==> src/rtl/lsps_pkg.sv <==
// ----------------------------------------------------------------------------
// lsps_pkg
// Shared types, constants and widths for the line sensor PID steering block.
// ----------------------------------------------------------------------------
package lsps_pkg;

  // Running error sum width and gain fraction bits
  localparam int SUM_WIDTH      = 16;
  localparam int GAIN_FRAC_BITS = 12;

  localparam int GAIN_W   = 20;
  localparam int DUTY_W   = 16;
  localparam int HITS_W   = 5;
  localparam int ERR_W    = 4;
  localparam int DELTA_W  = ERR_W + 1;
  localparam int CFG_IDX_W  = 3;
  localparam int CFG_DATA_W = GAIN_W;

  // Product and accumulator widths (signed)
  localparam int PROD_P_W = GAIN_W + 1 + ERR_W;
  localparam int PROD_I_W = GAIN_W + 1 + SUM_WIDTH;
  localparam int PROD_D_W = GAIN_W + 1 + DELTA_W;
  localparam int ACC_W    = PROD_I_W + 2;
  localparam int CORR_W   = ACC_W - GAIN_FRAC_BITS;
  localparam int MIX_W    = ((CORR_W > DUTY_W + 1) ? CORR_W : DUTY_W + 1) + 1;

  // Register indexes
  localparam logic [CFG_IDX_W-1:0] CFG_GAIN_PROP  = 3'd0;
  localparam logic [CFG_IDX_W-1:0] CFG_GAIN_INTEG = 3'd1;
  localparam logic [CFG_IDX_W-1:0] CFG_GAIN_DERIV = 3'd2;
  localparam logic [CFG_IDX_W-1:0] CFG_BASE_DUTY  = 3'd3;
  localparam logic [CFG_IDX_W-1:0] CFG_DUTY_TOP   = 3'd4;

  // Register reset values
  localparam logic [GAIN_W-1:0] GAIN_PROP_RST  = 20'd204800;
  localparam logic [GAIN_W-1:0] GAIN_INTEG_RST = 20'd41;
  localparam logic [GAIN_W-1:0] GAIN_DERIV_RST = 20'd2048;
  localparam logic [DUTY_W-1:0] BASE_DUTY_RST  = 16'd300;
  localparam logic [DUTY_W-1:0] DUTY_TOP_RST   = 16'd737;

  // Position error codes
  localparam logic signed [ERR_W-1:0] ERR_FAR_LEFT   = -4'sd4;
  localparam logic signed [ERR_W-1:0] ERR_LEFT_PAIR  = -4'sd3;
  localparam logic signed [ERR_W-1:0] ERR_LEFT       = -4'sd2;
  localparam logic signed [ERR_W-1:0] ERR_CENTER_L   = -4'sd1;
  localparam logic signed [ERR_W-1:0] ERR_CENTER     =  4'sd0;
  localparam logic signed [ERR_W-1:0] ERR_CENTER_R   =  4'sd1;
  localparam logic signed [ERR_W-1:0] ERR_RIGHT      =  4'sd2;
  localparam logic signed [ERR_W-1:0] ERR_RIGHT_PAIR =  4'sd3;
  localparam logic signed [ERR_W-1:0] ERR_FAR_RIGHT  =  4'sd4;

  typedef struct packed {
    logic [GAIN_W-1:0] gain_prop;
    logic [GAIN_W-1:0] gain_integ;
    logic [GAIN_W-1:0] gain_deriv;
    logic [DUTY_W-1:0] base_duty;
    logic [DUTY_W-1:0] duty_top;
  } cfg_t;

endpackage

==> src/rtl/lsps_cfg.sv <==
// ----------------------------------------------------------------------------
// lsps_cfg
// Configuration registers: gains, base duty and PWM top.
// ----------------------------------------------------------------------------
module lsps_cfg
  import lsps_pkg::*;
(
  input  logic                  clk_i,
  input  logic                  rst_ni,
  input  logic                  cfg_we_i,
  input  logic [CFG_IDX_W-1:0]  cfg_index_i,
  input  logic [CFG_DATA_W-1:0] cfg_data_i,
  output cfg_t                  cfg_o
);

  cfg_t cfg_q, cfg_d;

  always_comb begin
    cfg_d = cfg_q;
    if (cfg_we_i) begin
      unique case (cfg_index_i)
        CFG_GAIN_PROP:  cfg_d.gain_prop  = cfg_data_i[GAIN_W-1:0];
        CFG_GAIN_INTEG: cfg_d.gain_integ = cfg_data_i[GAIN_W-1:0];
        CFG_GAIN_DERIV: cfg_d.gain_deriv = cfg_data_i[GAIN_W-1:0];
        CFG_BASE_DUTY:  cfg_d.base_duty  = cfg_data_i[DUTY_W-1:0];
        CFG_DUTY_TOP:   cfg_d.duty_top   = cfg_data_i[DUTY_W-1:0];
        default:        cfg_d = cfg_q;
      endcase
    end
  end

  always_ff @(posedge clk_i or negedge rst_ni) begin
    if (!rst_ni) begin
      cfg_q.gain_prop  <= GAIN_PROP_RST;
      cfg_q.gain_integ <= GAIN_INTEG_RST;
      cfg_q.gain_deriv <= GAIN_DERIV_RST;
      cfg_q.base_duty  <= BASE_DUTY_RST;
      cfg_q.duty_top   <= DUTY_TOP_RST;
    end else begin
      cfg_q <= cfg_d;
    end
  end

  assign cfg_o = cfg_q;

endmodule

==> src/rtl/lsps_decode.sv <==
// ----------------------------------------------------------------------------
// lsps_decode
// Priority decoder from five sensor hits to a signed position error.
// ----------------------------------------------------------------------------
module lsps_decode
  import lsps_pkg::*;
(
  input  logic [HITS_W-1:0]       hits_i,
  input  logic signed [ERR_W-1:0] held_i,
  output logic signed [ERR_W-1:0] err_o
);

  // adjacent pairs win over single sensors
  always_comb begin
    if (hits_i[0] && hits_i[1])      err_o = ERR_LEFT_PAIR;
    else if (hits_i[1] && hits_i[2]) err_o = ERR_CENTER_L;
    else if (hits_i[2] && hits_i[3]) err_o = ERR_CENTER_R;
    else if (hits_i[3] && hits_i[4]) err_o = ERR_RIGHT_PAIR;
    else if (hits_i[4])              err_o = ERR_FAR_RIGHT;
    else if (hits_i[0])              err_o = ERR_FAR_LEFT;
    else if (hits_i[3])              err_o = ERR_RIGHT;
    else if (hits_i[2])              err_o = ERR_CENTER;
    else if (hits_i[1])              err_o = ERR_LEFT;
    else                             err_o = held_i;
  end

endmodule

==> src/rtl/lsps_pid.sv <==
// ----------------------------------------------------------------------------
// lsps_pid
// PID correction in fixed point, ceiling rounding, duty mix and clamp,
// and the saturating update of the error sum.
// ----------------------------------------------------------------------------
module lsps_pid
  import lsps_pkg::*;
(
  input  cfg_t                        cfg_i,
  input  logic signed [ERR_W-1:0]     err_i,
  input  logic signed [ERR_W-1:0]     last_err_i,
  input  logic signed [SUM_WIDTH-1:0] sum_i,
  output logic [DUTY_W-1:0]           left_duty_o,
  output logic [DUTY_W-1:0]           right_duty_o,
  output logic signed [SUM_WIDTH-1:0] sum_next_o
);

  localparam logic [ACC_W-1:0] ROUND_UP = {{(ACC_W-GAIN_FRAC_BITS){1'b0}},
                                           {GAIN_FRAC_BITS{1'b1}}};
  localparam logic signed [SUM_WIDTH-1:0] SUM_MAX = {1'b0, {(SUM_WIDTH-1){1'b1}}};
  localparam logic signed [SUM_WIDTH-1:0] SUM_MIN = {1'b1, {(SUM_WIDTH-1){1'b0}}};

  logic signed [GAIN_W:0]         gp_s, gi_s, gd_s;
  logic signed [DELTA_W-1:0]      delta;
  logic signed [PROD_P_W-1:0]     prod_p;
  logic signed [PROD_I_W-1:0]     prod_i;
  logic signed [PROD_D_W-1:0]     prod_d;
  logic signed [ACC_W-1:0]        acc;
  logic signed [ACC_W-1:0]        acc_rnd;
  logic signed [CORR_W-1:0]       corr;
  logic signed [MIX_W-1:0]        corr_x, base_x, top_x;
  logic signed [MIX_W-1:0]        left_mix, right_mix;
  logic signed [SUM_WIDTH:0]      sum_wide;

  function automatic logic [DUTY_W-1:0] clamp_duty(logic signed [MIX_W-1:0] v,
                                                   logic signed [MIX_W-1:0] top);
    logic [DUTY_W-1:0] r;
    if (v[MIX_W-1])  r = '0;
    else if (v > top) r = top[DUTY_W-1:0];
    else             r = v[DUTY_W-1:0];
    return r;
  endfunction

  always_comb begin
    gp_s  = $signed({1'b0, cfg_i.gain_prop});
    gi_s  = $signed({1'b0, cfg_i.gain_integ});
    gd_s  = $signed({1'b0, cfg_i.gain_deriv});
    delta = $signed({err_i[ERR_W-1], err_i}) - $signed({last_err_i[ERR_W-1], last_err_i});

    prod_p = gp_s * err_i;
    prod_i = gi_s * sum_i;
    prod_d = gd_s * delta;

    acc = $signed({{(ACC_W-PROD_P_W){prod_p[PROD_P_W-1]}}, prod_p})
        + $signed({{(ACC_W-PROD_I_W){prod_i[PROD_I_W-1]}}, prod_i})
        + $signed({{(ACC_W-PROD_D_W){prod_d[PROD_D_W-1]}}, prod_d});

    // ceiling divide: add 2^F-1 then arithmetic shift
    acc_rnd = acc + $signed(ROUND_UP);
    corr    = acc_rnd[ACC_W-1:GAIN_FRAC_BITS];

    corr_x = $signed({{(MIX_W-CORR_W){corr[CORR_W-1]}}, corr});
    base_x = $signed({{(MIX_W-DUTY_W){1'b0}}, cfg_i.base_duty});
    top_x  = $signed({{(MIX_W-DUTY_W){1'b0}}, cfg_i.duty_top});

    left_mix  = base_x - corr_x;
    right_mix = base_x + corr_x;

    left_duty_o  = clamp_duty(left_mix, top_x);
    right_duty_o = clamp_duty(right_mix, top_x);

    sum_wide = $signed({sum_i[SUM_WIDTH-1], sum_i})
             + $signed({{(SUM_WIDTH+1-ERR_W){err_i[ERR_W-1]}}, err_i});
    if (sum_wide[SUM_WIDTH] != sum_wide[SUM_WIDTH-1]) begin
      sum_next_o = sum_wide[SUM_WIDTH] ? SUM_MIN : SUM_MAX;
    end else begin
      sum_next_o = sum_wide[SUM_WIDTH-1:0];
    end
  end

endmodule

==> src/rtl/line_sensor_pid_steering.sv <==
// ----------------------------------------------------------------------------
// line_sensor_pid_steering
// Path: input register holds the sensor word, result register its result.
// Throughput: one word per cycle unless the output stalls; the decode, PID
// multiply-add and clamp sit in one pass between the two registers.
// Reset: async active low; clears valids, last error, error sum and loads
// the default gains, base duty and PWM top.
// ----------------------------------------------------------------------------
module line_sensor_pid_steering
  import lsps_pkg::*;
(
  input  logic                   clk_i,
  input  logic                   rst_ni,
  input  logic                   in_valid_i,
  output logic                   in_stall_o,
  input  logic [HITS_W-1:0]      sensor_hits_i,
  output logic                   out_valid_o,
  input  logic                   out_stall_i,
  output logic [DUTY_W-1:0]      left_duty_o,
  output logic [DUTY_W-1:0]      right_duty_o,
  output logic signed [ERR_W-1:0] position_error_o,
  input  logic                   cfg_we_i,
  input  logic [CFG_IDX_W-1:0]   cfg_index_i,
  input  logic [CFG_DATA_W-1:0]  cfg_data_i
);

  cfg_t cfg;

  logic                        in_valid_q;
  logic [HITS_W-1:0]           hits_q;
  logic                        out_valid_q;
  logic [DUTY_W-1:0]           left_q, right_q;
  logic signed [ERR_W-1:0]     perr_q;
  logic signed [ERR_W-1:0]     last_err_q;
  logic signed [SUM_WIDTH-1:0] sum_q;

  logic signed [ERR_W-1:0]     err;
  logic [DUTY_W-1:0]           left_d, right_d;
  logic signed [SUM_WIDTH-1:0] sum_d;
  logic                        advance, in_take;

  lsps_cfg u_cfg (
    .clk_i       (clk_i),
    .rst_ni      (rst_ni),
    .cfg_we_i    (cfg_we_i),
    .cfg_index_i (cfg_index_i),
    .cfg_data_i  (cfg_data_i),
    .cfg_o       (cfg)
  );

  lsps_decode u_decode (
    .hits_i (hits_q),
    .held_i (last_err_q),
    .err_o  (err)
  );

  lsps_pid u_pid (
    .cfg_i        (cfg),
    .err_i        (err),
    .last_err_i   (last_err_q),
    .sum_i        (sum_q),
    .left_duty_o  (left_d),
    .right_duty_o (right_d),
    .sum_next_o   (sum_d)
  );

  // word moves to the result register when that slot is free or draining
  assign advance    = in_valid_q && (!out_valid_q || !out_stall_i);
  assign in_stall_o = in_valid_q && !advance;
  assign in_take    = in_valid_i && !in_stall_o;

  always_ff @(posedge clk_i or negedge rst_ni) begin
    if (!rst_ni) begin
      in_valid_q  <= 1'b0;
      out_valid_q <= 1'b0;
      last_err_q  <= '0;
      sum_q       <= '0;
    end else begin
      if (in_take) begin
        in_valid_q <= 1'b1;
      end else if (advance) begin
        in_valid_q <= 1'b0;
      end
      if (advance) begin
        out_valid_q <= 1'b1;
        last_err_q  <= err;
        sum_q       <= sum_d;
      end else if (!out_stall_i) begin
        out_valid_q <= 1'b0;
      end
    end
  end

  always_ff @(posedge clk_i) begin
    if (in_take) begin
      hits_q <= sensor_hits_i;
    end
    if (advance) begin
      left_q  <= left_d;
      right_q <= right_d;
      perr_q  <= err;
    end
  end

  assign out_valid_o      = out_valid_q;
  assign left_duty_o      = left_q;
  assign right_duty_o     = right_q;
  assign position_error_o = perr_q;

endmodule
==> config.mk <==
export PLATFORM = sky130hd
export DESIGN_NAME = line_sensor_pid_steering
export DESIGN_NICKNAME = d
export VERILOG_FILES = /design/src/rtl/lsps_pkg.sv /design/src/rtl/lsps_cfg.sv /design/src/rtl/lsps_decode.sv /design/src/rtl/lsps_pid.sv /design/src/rtl/line_sensor_pid_steering.sv
export SDC_FILE = /design/constraint.sdc
export NUM_CORES = 2
export LEC_CHECK = 0
export BUFFER_PORTS_ARGS = -buffer_cell sky130_fd_sc_hd__buf_2
export CORE_MARGIN = 3
export CORE_UTILIZATION = 61
export DETAILED_ROUTE_END_ITERATION = 8
export PLACE_DENSITY = 0.75
export SLEW_MARGIN = 10
export SYNTH_ARGS = -nofsm -noshare
export SYNTH_HDL_FRONTEND = slang
export SYNTH_SLANG_ARGS = --single-unit
export TNS_END_PERCENT = 5
==> constraint.sdc <==
create_clock -name clk_i -period 16.9 [get_ports clk_i]
set_input_delay 1.69 -clock clk_i [delete_from_list [all_inputs] [get_ports clk_i]]
set_output_delay 1.69 -clock clk_i [all_outputs]
set_load 0.05 [all_outputs]
After elaboration in Yosys (flattened, before gate mapping)
Cells that the tools add are included.
W data, S select, Z words.
Word-level totals
  bits in registers: 155
  latch bits: 0
  memory bits (writable): 0
  memory bits (read-only): 0
  output and inout bits: 38
  logic and storage cells: 67
  memories: 0
Operators by class
  $add $sub $neg: 7
  multipliers: 3
  div/mod/pow operators: 0
  magnitude comparators: 2
  equal/unequal tests: 6
  shifts and indexed selects: 0
  multiplexer cells: 17
  bitwise logic cells: 0
  reductions and logical operators: 19
Operator list (number)
  $mux W16: 4
  $gt A28 B17 Y1: 2
  $add A38 B26 Y39: 1
  $add A39 B13 Y39 const B: 1
  $add A25 B37 Y38: 1
  $mul A21 B16 Y37: 1
  $mux W4: 9
  $add A17 B27 Y28: 1
  $sub A17 B27 Y28: 1
  $mul A21 B5 Y26: 1
  $mul A21 B4 Y25: 1
  $add A16 B4 Y17: 1
  $reduce_and A2 Y1: 5
  $logic_and A1 B1 Y1: 7
  $eq A3 B2 Y1 const B: 2
  $sub A4 B4 Y5: 1
  $logic_not A1 Y1: 4
  $mux W1: 4
  $eq A3 B1 Y1 const B: 1
  $eq A3 B3 Y1 const B: 1
  $logic_not A3 Y1: 1
  $ne A2 B1 Y1 const B: 1
  $reduce_bool A2 Y1: 1
  $logic_or A1 B1 Y1: 1
  $ne A1 B1 Y1: 1

Logic depth before layout (Yosys ltp)
  depth after elaboration: 16
  mapped depth: 55
  mapped depth without buffers: 52

Cells and area by module
Synthesis repeated with hierarchy kept, for this count alone.
Second synthesis, totals
  cell total of the unflattened synthesis: 2801
  area total of the unflattened synthesis: 27169.8 um^2
Modules (own cells, without submodules)
  lsps_pid: times used 1, cells an instance 2494, area each 21498.1 um^2
  lsps_cfg: times used 1, cells an instance 198, area each 3474.6 um^2
  line_sensor_pid_steering: times used 1, cells an instance 91, area each 2077.0 um^2
  lsps_decode: times used 1, cells an instance 18, area each 120.1 um^2

Worst setup path after synthesis
OpenSTA, ideal clock, no wires.
  kind: register to register
  start point: register hits_q[2]
  end point: register left_q[10], in the netlist left_duty_o[10] (data pin)
  library setup time: 0.260 ns
  data arrival time: 11.424 ns
  data required time: 16.640 ns
  path slack: 5.215 ns
  cell stages (with the launch flop): 50
  buffers on the path: 4
  period minus slack after synthesis: 11.685 ns
  path through: edfxtp_1 buf_6 o21ai_0 o21a_1 buf_1 inv_1 ha_1 nor3_1 mux2i_1 clkbuf_1 or2_2 fa_1 fa_1 fa_1 inv_1 fa_1 inv_1 fa_1 [... 14 more ...] inv_1 ha_1 or2_2 o22ai_1 nor2_1 nor2_1 nor2_1 nor2_1 xnor2_1 inv_1 ha_1 nand4_1 or2_2 o31ai_1 nand3_1 nor4b_4 buf_6 mux2_4
Between the ends
  cells in the longest elaborated chain, start to end: 15
  elaborated cells between the ends (all ways): 19
Ends and longest elaborated chain
  from (decl): line line_sensor_pid_steering.sv:30  | logic [HITS_W-1:0] hits_q;
  from (signal assigned): line line_sensor_pid_steering.sv:96  | hits_q <= sensor_hits_i;
  $mux W4: line lsps_decode.sv:22  | else if (hits_i[2]) err_o = ERR_CENTER;
  $mux W4: line lsps_decode.sv:21  | else if (hits_i[3]) err_o = ERR_RIGHT;
  $mux W4: line lsps_decode.sv:20  | else if (hits_i[0]) err_o = ERR_FAR_LEFT;
  $mux W4: line lsps_decode.sv:19  | else if (hits_i[4]) err_o = ERR_FAR_RIGHT;
  $mux W4: line lsps_decode.sv:18  | else if (hits_i[3] && hits_i[4]) err_o = ERR_RIGHT_PAIR;
  $mux W4: line lsps_decode.sv:17  | else if (hits_i[2] && hits_i[3]) err_o = ERR_CENTER_R;
  $mux W4 *: line lsps_decode.sv:16  | else if (hits_i[1] && hits_i[2]) err_o = ERR_CENTER_L;
  $mux W4 *: line lsps_decode.sv:15  | if (hits_i[0] && hits_i[1]) err_o = ERR_LEFT_PAIR;
  named net err[3]: line line_sensor_pid_steering.sv:37  | logic signed [ERR_W-1:0] err;
  $mul A21 B4 Y25 / $sub A4 B4 Y5 (equally long branches): line lsps_pid.sv:50, lsps_pid.sv:48
  $add A25 B37 Y38 / $mul A21 B5 Y26 (equally long branches): line lsps_pid.sv:55, lsps_pid.sv:52
  $add A38 B26 Y39 *: line lsps_pid.sv:56  | + $signed({{(ACC_W-PROD_D_W){prod_d[PROD_D_W-1]}}, prod_d});
  $add A39 B13 Y39 *: line lsps_pid.sv:59  | acc_rnd = acc + $signed(ROUND_UP);
  $sub A17 B27 Y28 *: line lsps_pid.sv:66  | left_mix = base_x - corr_x;
  $gt A28 B17 Y1: line lsps_pid.sv:39  | else if (v > top) r = top[DUTY_W-1:0];
  $mux W16: line lsps_pid.sv:39
  to (signal assigned): line line_sensor_pid_steering.sv:99  | left_q <= left_d;
  to (decl): line line_sensor_pid_steering.sv:32  | logic [DUTY_W-1:0] left_q, right_q;
The timed path passes the listed nets; every way through them passes the cells marked *.
A chain may end at the register's enable or synchronous reset.

Final worst setup path
  start point: register hits_q[4]
  end point: register left_q[4], in the netlist left_duty_o[4] (data pin)
Between the ends
  cells in the longest elaborated chain, start to end: 12
  elaborated cells between the ends (all ways): 15
Ends and longest elaborated chain (line)
  $mux W4 / $logic_and A1 B1 Y1 (equally long branches): lsps_decode.sv:19, lsps_decode.sv:18
  $mux W4 *: lsps_decode.sv:18
  $mux W4 *: lsps_decode.sv:17
  $mux W4 *: lsps_decode.sv:16
  $mux W4 *: lsps_decode.sv:15
  $mul A21 B4 Y25 / $sub A4 B4 Y5 (equally long branches): lsps_pid.sv:50, lsps_pid.sv:48
  $add A25 B37 Y38 / $mul A21 B5 Y26 (equally long branches): lsps_pid.sv:55, lsps_pid.sv:52
  $add A38 B26 Y39 *: lsps_pid.sv:56
  $add A39 B13 Y39 *: lsps_pid.sv:59
  $sub A17 B27 Y28 *: lsps_pid.sv:66
  $gt A28 B17 Y1: lsps_pid.sv:39
  $mux W16: lsps_pid.sv:39
Mark *: on every way between the ends. The rest lies on a longest branch, timed or not.

==> flow_summary.ini <==
[run_status]
status = finished, final reports clean

[route]
drt_iter0_drc = 1485
drt-total-wl_um = 70300
final_antenna_net_count = 0
wire_per_inst_um = 19.8
vias_per_cell = 5.81
post-route-drc-count = 0
dr.pass1.iters = 6
routed-via-count = 20700

[synthesis]
yosys.area.top_type = fa_1
synth_area_per_cell_um2 = 9.30
syn-num-nets = 3693
synth.cell_area_mm2 = 0.0276
ys_seq_elements = 155
synth_edf_count = 41
synth_ff_type = dfrtp_1
synthArstFlopShare = 0.735
synthCells = 2964
yosys.cell_types.count = 86
ys_seq_area_frac = 0.149
synth_top_area_frac = 0.347
synthTopCellsByArea = fa_1, ha_1, dfrtp_1
yosysWarnings = 0

[critical_path]
cp_slowest_cell = o211ai_4
cp-end-kind = register
path_delay_family = adder cells
cpPeakStageDelay_ns = 0.66
start_kind = register
required_ns = 17.11
critPathBufInv = 10
critical_path_class = register to register
worstPathMaxFanout = 25
critPathArrivalTime_ns = 13.95

[placed_design]
placed_cells = 3526
port_buffers = 70
gp_congestion = 0.929
dpl.hpwl_um = 57700

[cells_and_area]
fill_cells = 3638
drive_gt1_frac = 0.0944
stdcell_count = 3559
syn_to_final_growth_pct = 5.06
layout.nets = 3682

[global_route]
grt_use_total = 0.309
grt_pass1_vias = 22300
grt-ovfl-total = 0
grt_pass1_wl_um = 115000
antenna_found_initial = 3
grt_max_degree = 64

[clock_network]
cts_buffer_depth = 2
htreeDepth = 4
clk_latency_ns = 0.47
root_buffer = clkbuf_16
cts_tree = yes
postCtsHoldBufs = 0
clkSinkCount = 155
post_cts_resized = 0
clk_pin_slew_worst_paths_ns = 0.08
cts-buffers-inserted = 17
postCtsSetupBuffers = 0

[die]
core_area_mm2 = 0.0444
pin_count = 71
die_h_um = 219
start_util = 0.621
fp.dieW_um = 219
row_count = 77
die-area_mm2 = 0.0478

[sta]
min_period_ns = 13.75
drv_slew = 0
hold_slack_ns = 0.505
slew_headroom = 0.149
max_slew.worst_pin.slew_ns = 1.28
min_period_over_period = 0.813
hold_viol = 0
timing.setup.tns_ns = 0
rsz0062_at_grt = false
timing.fmax_ghz = 0.0728
setup_viol = 0
skew_ns = 0.0164

[run]
max_cap_violations = 0

[hold_path]
holdCritPathClass = register to register
[routing by layer]
metal / track usage / part of all wire
met2: 0.514 / 0.49
met1: 0.404 / 0.41
met4: 0.123 / 0.038
met3: 0.0533 / 0.065
met5: 0.0125 / 0.0011
[cell families (layout without fill, tap and decap cells)]
logic type,Yosys count,in the layout,share of synthesized area
compound gates,361,361,0.0853
xor+xnor,72,72,0.0229
fa+ha+maj,696,696,0.446
buf+inv,682,684,0.0938
flops,155,155,0.149
mux,100,100,0.0414
other cells,0,1,0
simple gates,898,898,0.162
[Yosys cell counts (6+ instances only)]
master / instances
a21o_1: 30
clkbuf_1: 106
or2_2: 24
and2_1: 173
nor4_1: 7
nand3_1: 28
o211ai_1: 11
mux2i_1: 8
nor2_1: 137
o21bai_1: 16
nand2_1: 341
xor2_1: 17
o31ai_1: 8
mux2_2: 85
buf_2: 7
dfstp_2: 16
ha_1: 218
o22ai_1: 8
o21ai_0: 86
xnor2_1: 55
a211oi_1: 11
nor3_1: 25
nor2b_1: 31
a21oi_1: 114
o21a_1: 9
nand4_1: 30
mux2_4: 7
dfrtp_1: 98
fa_1: 478
nand2b_1: 65
inv_1: 561
and4_1: 6
a31oi_1: 11
edfxtp_1: 41
[worst paths after layout]
path	start	to	slack (ns)	depth (start not counted)
worst min register to register	in_valid_q	out_valid_o	0.51	1
max in group asynchronous	rst_ni	u_cfg.cfg_o[8]	14.23	2
min in group asynchronous	rst_ni	sum_q[9]	1.27	1
worst max-delay path	hits_q[4]	left_duty_o[4]	3.15	50
worst max register to register	hits_q[4]	left_duty_o[4]	3.15	50
worst min-delay path	in_valid_q	out_valid_o	0.51	1
[flip-flops by register name (all words and copies together) (netlist names)]
signal            count
position_error_o      4
last_err_q            4
in_valid_q            1
left_duty_o          16
hits_q                5
out_valid_o           1
u_cfg.cfg_o          92
sum_q                16
right_duty_o         16
[layout by cell type, fill, tap and decap left out, types with 5 or more instances in the layout]
cell type	synthesis	final
a211oi_1	11	11
a21o_1	30	30
a21oi_1	114	114
a31oi_1	11	10
and2_1	173	173
and3_1	5	5
and4_1	6	6
buf_2	7	69
buf_4	0	21
clkbuf_16	0	17
dfrtp_1	98	98
dfstp_2	16	16
edfxtp_1	41	41
fa_1	478	478
ha_1	218	218
inv_1	561	561
mux2_2	85	85
mux2_4	7	7
mux2i_1	8	7
nand2_1	341	341
nand2b_1	65	65
nand3_1	28	28
nand4_1	30	30
nor2_1	137	136
nor2b_1	31	31
nor3_1	25	24
nor4_1	7	7
o211ai_1	11	11
o21a_1	9	9
o21ai_0	86	86
o21bai_1	16	16
o22ai_1	8	8
o31ai_1	8	8
or2_2	24	24
or3_1	5	5
xnor2_1	55	55
xor2_1	17	17
[layout make-up]
type / instances / area (um^2) / share of cell area
clock inverters: 15 / 175 / 0.00605
well taps: 592 / 741 / 0.0256
inverters: 562 / 2110 / 0.0729
flip-flops and latches: 155 / 4100 / 0.142
repair buffers: 90 / 503 / 0.0174
diodes: 1 / 2.50 / 0.0000864
multi-input cells: 2127 / 20900 / 0.722
clock buffers: 17 / 425 / 0.0147
[per-stage QoR]
stage                     utilization  worst slack (ns)  cell area (um^2)
final                           0.652              3.15             29000
after global routing            0.652              2.48             29000
after CTS                       0.652              3.31             29000
after detailed placement        0.638              3.38             28400
after global placement          0.638              3.45             28400
after floorplan                     -              5.22             27600
Power is left out: the tool's default activity adds up to more than one toggle a clock period on the data nets, which glitch-free logic cannot reach.
